[config.mk]
export PLATFORM = sky130hd
export DESIGN_NAME = pending_range_merger
export DESIGN_NICKNAME = d
export VERILOG_FILES = /design/src/prm_pkg.sv /design/src/prm_ctrl.sv /design/src/prm_datapath.sv /design/src/pending_range_merger.sv
export SDC_FILE = /design/constraint.sdc
export NUM_CORES = 2
export LEC_CHECK = 0
export CORE_MARGIN = 2
export CORE_UTILIZATION = 54
export DETAILED_ROUTE_END_ITERATION = 10
export DONT_BUFFER_PORTS = 1
export GPL_TIMING_DRIVEN = 1
export PLACE_DENSITY_LB_ADDON = 0.3
export SKIP_CTS_REPAIR_TIMING = 1
export SYNTH_ARGS = -nofsm -noshare
export SYNTH_HDL_FRONTEND = slang
export SYNTH_SLANG_ARGS = --single-unit
[constraint.sdc]
create_clock -name clk -period 31.6 [get_ports clk]
set_input_delay 3.16 -clock clk [delete_from_list [all_inputs] [get_ports clk]]
set_output_delay 3.16 -clock clk [all_outputs]
set_load 0.01 [all_outputs]
[src/prm_pkg.sv]
// prm_pkg: shared types, codes and constants for the pending range merger
// used by prm_ctrl, prm_datapath and pending_range_merger; depends on nothing
package prm_pkg;

    // default number of table entries
    localparam int TABLE_DEPTH = 16;

    // field widths
    localparam int KIND_W  = 2;
    localparam int ADDR_W  = 32;
    localparam int LEN_W   = 32;
    localparam int IDX_W   = 4;
    localparam int PHYS_W  = 29;
    localparam int SLEN_W  = 30;
    localparam int CNT_W   = 5;
    // merged end needs one bit above the stored length
    localparam int END_W   = 31;
    localparam int SUM_W   = 33;

    // top of the physical space
    localparam logic [SUM_W-1:0] PHYS_TOP = 33'h0_2000_0000;

    // request kinds
    localparam logic [KIND_W-1:0] KIND_QUEUE = 2'd0;
    localparam logic [KIND_W-1:0] KIND_INVAL = 2'd1;
    localparam logic [KIND_W-1:0] KIND_READ  = 2'd2;
    localparam logic [KIND_W-1:0] KIND_RESET = 2'd3;

    typedef struct packed {
        logic [KIND_W-1:0] kind;
        logic [ADDR_W-1:0] address;
        logic [LEN_W-1:0]  length;
        logic [IDX_W-1:0]  index;
    } req_t;

    typedef struct packed {
        logic [ADDR_W-1:0] entry_base;
        logic [SLEN_W-1:0] entry_length;
        logic [CNT_W-1:0]  pending_count;
        logic              reset_pending;
        logic              overflowed;
    } rsp_t;

    // controller to datapath
    typedef struct packed {
        logic load;       // capture the accepted request
        logic rd_en;      // read the table
        logic rd_item;    // read address from the request index
        logic clr;        // empty the table
        logic set_flag;
        logic clr_flag;
        logic set_ovf;
        logic scan_step;  // compare one stored entry
        logic append;     // store the merged range
        logic emit;       // load the response register
    } ctrl_cmd_t;

    // datapath to controller
    typedef struct packed {
        logic [KIND_W-1:0] kind;
        logic              len_zero;
        logic              bound_ovf;
        logic              count_zero;
        logic              scan_last;
        logic              rsp_free;
    } dp_status_t;

endpackage

[src/prm_ctrl.sv]
// prm_ctrl: sequencing state machine for the pending range merger
// depends on prm_pkg for the command, status and kind codes
module prm_ctrl (
    input  logic                   clk,
    input  logic                   rst_n,
    input  logic                   req_valid,
    output logic                   req_ready,
    input  prm_pkg::dp_status_t    status,
    output prm_pkg::ctrl_cmd_t     cmd
);

    localparam logic [2:0] S_IDLE   = 3'd0;
    localparam logic [2:0] S_DECODE = 3'd1;
    localparam logic [2:0] S_SCAN   = 3'd2;
    localparam logic [2:0] S_APPEND = 3'd3;
    localparam logic [2:0] S_FINISH = 3'd4;

    logic [2:0] state_reg;
    logic [2:0] state_next;

    // state register
    always_ff @(posedge clk or negedge rst_n)
    begin
        if (!rst_n)
        begin
            state_reg <= S_IDLE;
        end
        else
        begin
            state_reg <= state_next;
        end
    end

    // next state and commands
    always_comb
    begin
        state_next = state_reg;
        cmd        = '0;
        req_ready  = 1'b0;
        case (state_reg)
            S_IDLE:
            begin
                req_ready = 1'b1;
                if (req_valid)
                begin
                    cmd.load   = 1'b1;
                    state_next = S_DECODE;
                end
            end
            S_DECODE:
            begin
                state_next = S_FINISH;
                case (status.kind)
                    prm_pkg::KIND_QUEUE:
                    begin
                        if (status.len_zero)
                        begin
                            state_next = S_FINISH;
                        end
                        else if (status.bound_ovf)
                        begin
                            cmd.clr      = 1'b1;
                            cmd.set_flag = 1'b1;
                            cmd.set_ovf  = 1'b1;
                        end
                        else
                        begin
                            // fetch entry zero ahead of the scan
                            cmd.rd_en  = 1'b1;
                            state_next = status.count_zero ? S_APPEND : S_SCAN;
                        end
                    end
                    prm_pkg::KIND_INVAL:
                    begin
                        cmd.clr      = 1'b1;
                        cmd.set_flag = 1'b1;
                    end
                    prm_pkg::KIND_READ:
                    begin
                        cmd.rd_en   = 1'b1;
                        cmd.rd_item = 1'b1;
                    end
                    prm_pkg::KIND_RESET:
                    begin
                        cmd.clr      = 1'b1;
                        cmd.clr_flag = 1'b1;
                    end
                    default:
                    begin
                        state_next = S_FINISH;
                    end
                endcase
            end
            S_SCAN:
            begin
                cmd.scan_step = 1'b1;
                cmd.rd_en     = 1'b1;
                if (status.scan_last)
                begin
                    state_next = S_APPEND;
                end
            end
            S_APPEND:
            begin
                cmd.append = 1'b1;
                state_next = S_FINISH;
            end
            S_FINISH:
            begin
                if (status.rsp_free)
                begin
                    cmd.emit   = 1'b1;
                    state_next = S_IDLE;
                end
            end
            default:
            begin
                state_next = S_IDLE;
            end
        endcase
    end

endmodule

[src/prm_datapath.sv]
// prm_datapath: range table memory, merge compare unit, counters and response register
// depends on prm_pkg for the payload structs, command and status structs and constants
module prm_datapath #(
    parameter int TABLE_DEPTH = prm_pkg::TABLE_DEPTH
) (
    input  logic                   clk,
    input  logic                   rst_n,
    input  prm_pkg::req_t          req,
    input  prm_pkg::ctrl_cmd_t     cmd,
    output prm_pkg::dp_status_t    status,
    output logic                   rsp_valid,
    input  logic                   rsp_ready,
    output prm_pkg::rsp_t          rsp
);

    localparam int AW = (TABLE_DEPTH > 1) ? $clog2(TABLE_DEPTH) : 1;
    localparam int CW = $clog2(TABLE_DEPTH + 1);
    localparam logic [CW-1:0] DEPTH_C = CW'(TABLE_DEPTH);

    // table storage, contents undefined until written
    logic [prm_pkg::PHYS_W-1:0] start_mem [TABLE_DEPTH];
    logic [prm_pkg::SLEN_W-1:0] len_mem   [TABLE_DEPTH];

    // captured request
    logic [prm_pkg::KIND_W-1:0] kind_reg;
    logic [prm_pkg::IDX_W-1:0]  idx_reg;
    logic                       len_zero_reg;
    logic                       bound_reg;

    // merge state
    logic [prm_pkg::PHYS_W-1:0] mstart_reg;
    logic [prm_pkg::END_W-1:0]  mend_reg;
    logic                       merged_reg;
    logic [CW-1:0]              keep_reg;
    logic [AW-1:0]              scan_idx_reg;

    // table state
    logic [CW-1:0]              count_reg;
    logic                       flag_reg;
    logic                       ovf_reg;

    // read data
    logic [prm_pkg::PHYS_W-1:0] rd_start_reg;
    logic [prm_pkg::SLEN_W-1:0] rd_len_reg;

    // response register
    prm_pkg::rsp_t              rsp_reg;
    logic                       rsp_valid_reg;

    logic [prm_pkg::SUM_W-1:0]  req_end;
    logic [prm_pkg::END_W-1:0]  rs_ext;
    logic [prm_pkg::END_W-1:0]  re_ext;
    logic                       overlap;
    logic                       full;
    logic [AW-1:0]              rd_addr;
    logic                       wr_en;
    logic [AW-1:0]              wr_addr;
    logic [prm_pkg::PHYS_W-1:0] wr_start;
    logic [prm_pkg::SLEN_W-1:0] wr_len;
    logic                       read_hit;
    logic                       rsp_free;

    // exact end of the new range
    assign req_end = prm_pkg::SUM_W'(req.address[prm_pkg::PHYS_W-1:0])
                   + prm_pkg::SUM_W'(req.length);

    // compare the fetched entry against the merged range
    assign rs_ext  = prm_pkg::END_W'(rd_start_reg);
    assign re_ext  = rs_ext + prm_pkg::END_W'(rd_len_reg);
    assign overlap = !((mend_reg < rs_ext)
                     || (prm_pkg::END_W'(mstart_reg) > re_ext));
    assign full    = !merged_reg && (keep_reg >= DEPTH_C);

    // memory port addressing
    always_comb
    begin
        if (cmd.rd_item)
        begin
            rd_addr = AW'(idx_reg);
        end
        else if (cmd.scan_step)
        begin
            rd_addr = scan_idx_reg + AW'(1);
        end
        else
        begin
            rd_addr = scan_idx_reg;
        end
        wr_en    = (cmd.scan_step && !overlap) || (cmd.append && !full);
        wr_addr  = keep_reg[AW-1:0];
        wr_start = cmd.append ? mstart_reg : rd_start_reg;
        wr_len   = cmd.append
                 ? prm_pkg::SLEN_W'(mend_reg - prm_pkg::END_W'(mstart_reg))
                 : rd_len_reg;
    end

    // table memory, one write and one registered read a cycle
    always_ff @(posedge clk)
    begin
        if (wr_en)
        begin
            start_mem[wr_addr] <= wr_start;
            len_mem[wr_addr]   <= wr_len;
        end
        if (cmd.rd_en)
        begin
            rd_start_reg <= start_mem[rd_addr];
            rd_len_reg   <= len_mem[rd_addr];
        end
    end

    // request capture and merge registers
    always_ff @(posedge clk)
    begin
        if (cmd.load)
        begin
            kind_reg     <= req.kind;
            idx_reg      <= req.index;
            len_zero_reg <= (req.length == '0);
            bound_reg    <= (req_end > prm_pkg::PHYS_TOP);
            mstart_reg   <= req.address[prm_pkg::PHYS_W-1:0];
            mend_reg     <= req_end[prm_pkg::END_W-1:0];
            merged_reg   <= 1'b0;
            keep_reg     <= '0;
            scan_idx_reg <= '0;
            ovf_reg      <= 1'b0;
        end
        else
        begin
            if (cmd.scan_step)
            begin
                scan_idx_reg <= scan_idx_reg + AW'(1);
                if (overlap)
                begin
                    if (rd_start_reg < mstart_reg)
                    begin
                        mstart_reg <= rd_start_reg;
                    end
                    if (re_ext > mend_reg)
                    begin
                        mend_reg <= re_ext;
                    end
                    merged_reg <= 1'b1;
                end
                else
                begin
                    keep_reg <= keep_reg + CW'(1);
                end
            end
            if (cmd.set_ovf || (cmd.append && full))
            begin
                ovf_reg <= 1'b1;
            end
        end
    end

    // entry count and reset flag
    always_ff @(posedge clk or negedge rst_n)
    begin
        if (!rst_n)
        begin
            count_reg <= '0;
            flag_reg  <= 1'b0;
        end
        else
        begin
            if (cmd.clr)
            begin
                count_reg <= '0;
            end
            else if (cmd.append)
            begin
                count_reg <= full ? '0 : keep_reg + CW'(1);
            end
            if (cmd.set_flag || (cmd.append && full))
            begin
                flag_reg <= 1'b1;
            end
            else if (cmd.clr_flag)
            begin
                flag_reg <= 1'b0;
            end
        end
    end

    // response build
    assign read_hit = (kind_reg == prm_pkg::KIND_READ)
                    && (32'(idx_reg) < 32'(count_reg));
    assign rsp_free = !rsp_valid_reg || rsp_ready;

    always_ff @(posedge clk)
    begin
        if (cmd.emit)
        begin
            rsp_reg.entry_base    <= read_hit
                ? {1'b1, {(prm_pkg::ADDR_W - prm_pkg::PHYS_W - 1){1'b0}}, rd_start_reg}
                : '0;
            rsp_reg.entry_length  <= read_hit ? rd_len_reg : '0;
            rsp_reg.pending_count <= prm_pkg::CNT_W'(count_reg);
            rsp_reg.reset_pending <= flag_reg;
            rsp_reg.overflowed    <= ovf_reg;
        end
    end

    always_ff @(posedge clk or negedge rst_n)
    begin
        if (!rst_n)
        begin
            rsp_valid_reg <= 1'b0;
        end
        else if (cmd.emit)
        begin
            rsp_valid_reg <= 1'b1;
        end
        else if (rsp_ready)
        begin
            rsp_valid_reg <= 1'b0;
        end
    end

    assign rsp       = rsp_reg;
    assign rsp_valid = rsp_valid_reg;

    // status to the controller
    assign status.kind       = kind_reg;
    assign status.len_zero   = len_zero_reg;
    assign status.bound_ovf  = bound_reg;
    assign status.count_zero = (count_reg == '0);
    assign status.scan_last  = ((CW'(scan_idx_reg) + CW'(1)) == count_reg);
    assign status.rsp_free   = rsp_free;

    // table never holds more than its depth
    a_count_bound: assert property (@(posedge clk) disable iff (!rst_n)
        count_reg <= DEPTH_C)
        else $error("entry count above table depth");

    // response register is never overwritten while still held
    a_emit_free: assert property (@(posedge clk) disable iff (!rst_n)
        cmd.emit |-> rsp_free)
        else $error("response loaded while previous one pending");

    // scan only visits entries below the count
    a_scan_range: assert property (@(posedge clk) disable iff (!rst_n)
        cmd.scan_step |-> (count_reg != '0) && (CW'(scan_idx_reg) < count_reg))
        else $error("scan beyond valid entries");

    // a stored merge leaves at least one entry
    a_append_count: assert property (@(posedge clk) disable iff (!rst_n)
        (cmd.append && !full) |=> (count_reg != '0))
        else $error("append left the table empty");

endmodule

[src/pending_range_merger.sv]
// pending_range_merger: top level of the pending invalidation range table
// depends on prm_pkg, prm_ctrl and prm_datapath
//
//   channel   signals                        direction   contents
//   request   req_valid, req_ready, req      in          kind, address, length, index
//   response  rsp_valid, rsp_ready, rsp      out         entry, count, flags
//
// a queue request that reaches the table passes from acceptance through decode, an entry
// scan that reads and compacts one stored range per cycle through the table port (skipped
// when the table is empty), an append and the final state that loads the response
// reads, clears, resets and zero length or out of bound queue requests skip the scan and append
// one request is in work at a time; a new one is taken while the response register waits
// a stalled response holds the block in its final state until taken
// reset empties the table and clears the reset flag at once; no clearing pass
module pending_range_merger #(
    parameter int TABLE_DEPTH = prm_pkg::TABLE_DEPTH
) (
    input  logic           clk,
    input  logic           rst_n,
    input  logic           req_valid,
    output logic           req_ready,
    input  prm_pkg::req_t  req,
    output logic           rsp_valid,
    input  logic           rsp_ready,
    output prm_pkg::rsp_t  rsp
);

    prm_pkg::ctrl_cmd_t  cmd;
    prm_pkg::dp_status_t status;

    // sequencing
    prm_ctrl u_ctrl (
        .clk       (clk),
        .rst_n     (rst_n),
        .req_valid (req_valid),
        .req_ready (req_ready),
        .status    (status),
        .cmd       (cmd)
    );

    // table and merge logic
    prm_datapath #(
        .TABLE_DEPTH (TABLE_DEPTH)
    ) u_datapath (
        .clk       (clk),
        .rst_n     (rst_n),
        .req       (req),
        .cmd       (cmd),
        .status    (status),
        .rsp_valid (rsp_valid),
        .rsp_ready (rsp_ready),
        .rsp       (rsp)
    );

endmodule
== After elaboration in Yosys (flattened, before gate mapping) ==
Memory sizes are Yosys's and may differ from the RTL's. A register that Yosys moved wholly into a read port is not among the register bits.
Index checks and enable logic that the tools add are counted.
Word-level totals
  bits in read-only memories: 0
  memory bits (writable): 944
  input port bits: 74
  register bits after elaboration: 158
  memories kept: 2
  output and inout port bits: 71
  latch bits: 0
  word-level logic and storage cells: 128
Memories
  u_datapath.len_mem: depth 16, width 30, read ports 1, clocked after Yosys merged registers in 1, wr ports 1, line prm_datapath.sv:22  | logic [prm_pkg::SLEN_W-1:0] len_mem [TABLE_DEPTH];
  u_datapath.start_mem: depth 16, width 29, read ports 1, clocked after Yosys merged registers in 1, wr ports 1, line prm_datapath.sv:21  | logic [prm_pkg::PHYS_W-1:0] start_mem [TABLE_DEPTH];
Operators by class
  muxes and demuxes: 51
  shifts and indexed selects: 0
  multiply operators: 0
  bitwise operators: 1
  divide/modulo/power cells: 0
  magnitude comparators: 7
  reductions and logical operators: 29
  equal/unequal tests: 12
  add/sub/neg operators: 6
Operators with widths (count)
  two-way mux 29 bit: 5
  two-way mux 31 bit: 4
  adder 29 x 32 -> 33 bit: 1
  greater-than comparator 33 x 30 -> 1 bit, second input constant: 1
  zero test 32 bit: 1
  two-way mux 32 bit: 1
  adder 29 x 30 -> 31 bit: 1
  greater-than comparator 29 x 31 -> 1 bit: 1
  greater-than comparator 31 bit: 1
  < comparator 31 x 29 -> 1 bit: 1
  two-way mux 30 bit: 1
  subtractor 30 x 29 -> 30 bit: 1
  < comparator 29 bit: 1
  two-way mux 1 bit: 21
  two-way mux 5 bit: 4
  two-way mux 3 bit: 6
  one-hot mux 3 bit (5 select lines): 1
  nonzero test 2 bit: 6
  AND reduction 3 bit: 3
  two-way mux 4 bit: 2
  one-hot mux 1 bit (2 select lines): 4
  == test 3 x 2 -> 1 bit, second input constant: 2
  != test 2 bit, second input constant: 3
  adder 4 x 1 -> 5 bit, second input constant: 1
  other kinds (20): 33

== Longest topological paths before layout ==
  depth in word-level cells: 7
  depth in mapped cells: 22

== Hierarchy ==
From an unflattened synthesis, not the netlist that was laid out.
Unflattened totals
  cells, all modules: 3252
  area, all modules: 52357.7 µm²
By module, submodules not included
  prm_datapath: cells each 3212, times used 1, area an instance 52067.4 µm²
  prm_ctrl: cells each 40, times used 1, area an instance 290.3 µm²

== Worst setup path before layout ==
OpenSTA, ideal clock, no wires.
  path type: reg-to-reg
  start point: register u_datapath.rd_start_reg[0] (netlist name) (read register of u_datapath.start_mem)
  end point: memory u_datapath.len_mem[0][0] (netlist name) (enable)
  arrival time: 10.189 ns
  path buffers: 0
  period minus slack after synthesis: 10.831 ns
  cell stages (with the launch flop): 20
  slack: 20.769 ns
  cell sequence: edfxtp_1 -> ha_1 -> fa_1 -> a211o_1 -> a221oi_1 -> nand2_1 -> and3_1 -> a41o_1 -> a21o_1 -> a21oi_1 -> xnor2_1 -> inv_1 -> ha_1 -> nand4_1 -> nor2_1 -> o211a_1 -> a211oi_1 -> o21a_1 -> a21oi_4 -> nor4b_1
Between the ends
  longest elaborated chain between the ends: 7
RTL lines
  start: declaration: line prm_datapath.sv:43  | logic [prm_pkg::PHYS_W-1:0] rd_start_reg;
  adder 29 x 30 -> 31 bit: line prm_datapath.sv:69  | assign re_ext = rs_ext + prm_pkg::END_W'(rd_len_reg);
  greater-than comparator 29 x 31 -> 1 bit: line prm_datapath.sv:71  | || (prm_pkg::END_W'(mstart_reg) > re_ext));
  logical OR 1 bit (*): line prm_datapath.sv:71
  logical AND 1 bit (*): line prm_datapath.sv:89  | wr_en = (cmd.scan_step && !overlap) || (cmd.append && !full);
  logical OR 1 bit (*): line prm_datapath.sv:89
  two-way mux 1 bit (*): line prm_datapath.sv:100  | if (wr_en)
  two-way mux 1 bit (not written as such) (*): line prm_datapath.sv:103  | len_mem[wr_addr] <= wr_len;
  end: declaration: line prm_datapath.sv:22
Mark *: on every way between the ends. The rest lies on a longest branch, timed or not.

== Worst setup path in the final report ==
  start point: register u_datapath.rd_start_reg[0] (netlist name) (read register of u_datapath.start_mem)
  end point: memory u_datapath.len_mem[6][0] (netlist name) (enable)
The elaborated chain is that of the path after synthesis.

==> metrics.md <==
| Metric | Value |
|---|---|
| Lkg Pwr | 19.8 nW |
| Switching share of total power | 31.5% |
| Crit-path max FO | 32 |
| Fin crit share | 24.1% |
| Fin crit period | 7620 ps |
| Vias in the first global route | 30000 |
| Met2 usage | 43.2% |
| Startpoint Class | register |
| GRT met3 Usage | 4.40% |
| Initial antenna violation count | 8 |
| DRT Wirelength | 137000 um |
| Synthesized flop and latch total | 1159 |
| Synth cell types | 84 |
| Top-area cell type share of the netlist area | 65.4% |
| Reg power frac | 42.6% |
| Area leader, netlist | edfxtp_1 |
| Logic pwr share | 28.9% |
| CTS sink cnt | 1159 |
| Internal power | 0.00317 W |
| Layout cells sized above 1 | 16.1% |
| Max reg flops | 480 |
| Fmax | 0.131 GHz |
| Register area share after synthesis | 66.3% |
| Clock latency at the later pin of the worst-skew pair | 710 ps |
| RSZ-0062 raised after global routing | no |
| I/O pins | 145 |
| WP data required | 31910 ps |
| Clk slew on worst S/H paths | 70 ps |
| Die width | 315 um |
| Outcome | completed |
| Max-slew violation count | 0 |
| Final Net Count | 3640 |
| EDFF count, synth | 1138 |
| IO Port Bufs | 0 |
| Area Growth Syn to Fin | 10.9% |
| Via count | 30400 |
| Die ar. | 0.0993 mm2 |
| DRC Markers | 0 |
| CP arrival | 7930 ps |
| Min-Delay Path Class | register to register |
| Crit. End Element | register |
| 1st-pass router iterations | 6 |
| Max Cap Viol | 0 |
| Synthesized instance count | 3278 |
| Post-DR vias/cell | 6.43 |
| Final hold vios | 0 |
| Max Root-Sink Buffers | 3 |
| Global-route wire length before repair | 200000 um |
| Top_reg_cell synth | edfxtp_1 |
| Dpl hpwl | 84900 um |
| CTS root buffer | clkbuf_16 |
| Avg Inst Size Synth | 15.9 um2 |
| Die height | 315 um |
| Largest net degree at the start of global routing | 102 |
| Drt initial violations | 3452 |
| # setup viols final | 0 |
| Most common cell after layout, fill and taps aside | edfxtp_1 |
| Busiest layer in global routing | met2 |
| Netlist Area Pre-Place | 0.0523 mm2 |
| VDD IR max | 0.0613 mV |
| Total core area | 0.0963 mm2 |
| Initial cell density of the core | 54.3% |
| Ys async rst share | 0.863% |
| Critical path class | register to register |
| PwrDens | 79.9 mW/mm2 |
| H-tree Lvls | 3 |
| Num CTS Buffers | 109 |
| DR WL/cell | 29.0 um |
| Grt met1 use | 39.9% |
| Total congestion overflow | 0 |
| Num rows | 114 |
| Final worst clock skew | 33.0 ps |
| Relative slew slack | 5.30% |
| CTS tree | yes |
| GP Congestion | 0.989 |
| Psw | 0.00146 W |
| Worst-margin pin slew | 1410 ps |
| Main area contributors after synthesis | edfxtp_1 (65%), mux4_2 (10%), ha_1 (4.8%), o21ai_0 (1.7%), a21oi_1 (1.7%) |
| Hold slack | 452 ps |
| All-Layer GR Usage | 27.8% |
| Synth warn | 0 |
| Clock network fraction of total power | 28.5% |
| Setup TNS | 0 ps |
| Most frequent cells in the layout | edfxtp_1 (1138), mux4_2 (236), ha_1 (201) |
| Detail Route Antenna Nets | 0 |
-- cells by family after synthesis --
logic type	share of synthesized area [%]
DFF	66.3
AOI/OAI and AO/OA	7.59
and+or+nand+nor	6.00
muxes	11.5
buffers and inverters	2.18
adders and majority gates	5.00
xor gates and xnor gates	1.43
other	0.00718
-- synthesized netlist by cell type, drive strengths merged (16+ instances only) --
master and instances:
a211oi 81, a21o 55, a21oi 178, and2 67, and3 26, buf 42, clkbuf 88, edfxtp 1138
ha 201, inv 166, mux2i 67, mux4 236, nand2 180, nand2b 24, nand3 33, nand4 24
nor2 70, nor2b 75, nor3 27, nor4 16, o21a 21, o21ai 180, o31ai 19, xnor2 53
xor2 24
-- power by group through the flow --
stage | logic (W) | registers [W] | clock network, W
detailed placement | 0.00133 | 0.00200 | 0
finish | 0.00134 | 0.00197 | 0.00132
global route | 0.00147 | 0.00198 | 0.00140
CTS | 0.00134 | 0.00197 | 0.00134
global placement | 0.00129 | 0.00200 | 0
floorplan | 0.000981 | 0.00195 | 0
-- layout make-up --
type / count / area, um2
fillers: 6928 / 38300
flip-flops and latches: 1159 / 34600
multi-input cells: 1824 / 16700
clock buffers: 121 / 2790
well taps: 1276 / 1600
clock inverters: 81 / 818
repair buffers: 102 / 791
inverters: 166 / 624
diodes: 2 / 5.00
-- critical path, stage by stage (launching register included) --
cell and delay [ps]:
edfxtp_1 570, ha_1 310, fa_1 430, a211o_1 350, a21oi_2 280, nand4bb_1 330
a211oi_2 160, o21ai_0 490, o21bai_1 130, a21oi_1 190, xor2_1 290, ha_1 310
nand4_1 230, nor3_1 160, o211a_1 140, a211oi_1 800, o21a_1 310, a21oi_4 210
nor3b_2 230, buf_4 530, buf_4 700
-- metrics by stage --
stage	area, um2	utilization, %	setup WS, ps	std cells	total power, W
after global routing	57900	60.2	23720	4729	0.00484
after CTS	57900	60.2	24100	4729	0.00464
after global placement	54300	56.4	24270	4527	0.00329
after detailed placement	54300	56.4	24130	4527	0.00333
after floorplan	52300	-	20770	3279	0.00293
final	57900	60.2	23980	4731	0.00463
-- worst paths after layout --
check	from	end	slack, ps	cells past startpoint
worst max-delay path	u_datapath.rd_start_reg[0]	u_datapath.len_mem[6][0]	23980	20
worst min-delay path	u_datapath.merged_reg	u_datapath.merged_reg	450	2
worst max register to register	u_datapath.rd_start_reg[0]	u_datapath.len_mem[6][0]	23980	20
worst min register to register	u_datapath.merged_reg	u_datapath.merged_reg	450	2
max in group asynchronous	rst_n	u_datapath.count_reg[4]	29370	0
min in group asynchronous	rst_n	u_ctrl.state_reg[2]	2150	0
-- layer usage --
layer,up-vias,wire (um),share of wire (%)
li1,13100,-,-
met1,15500,55700,41
met2,1466,64200,47
met3,267,11900,8.7
met4,2,5370,3.9
met5,-,13,0.0095
(Power assumes the default switching activity.)
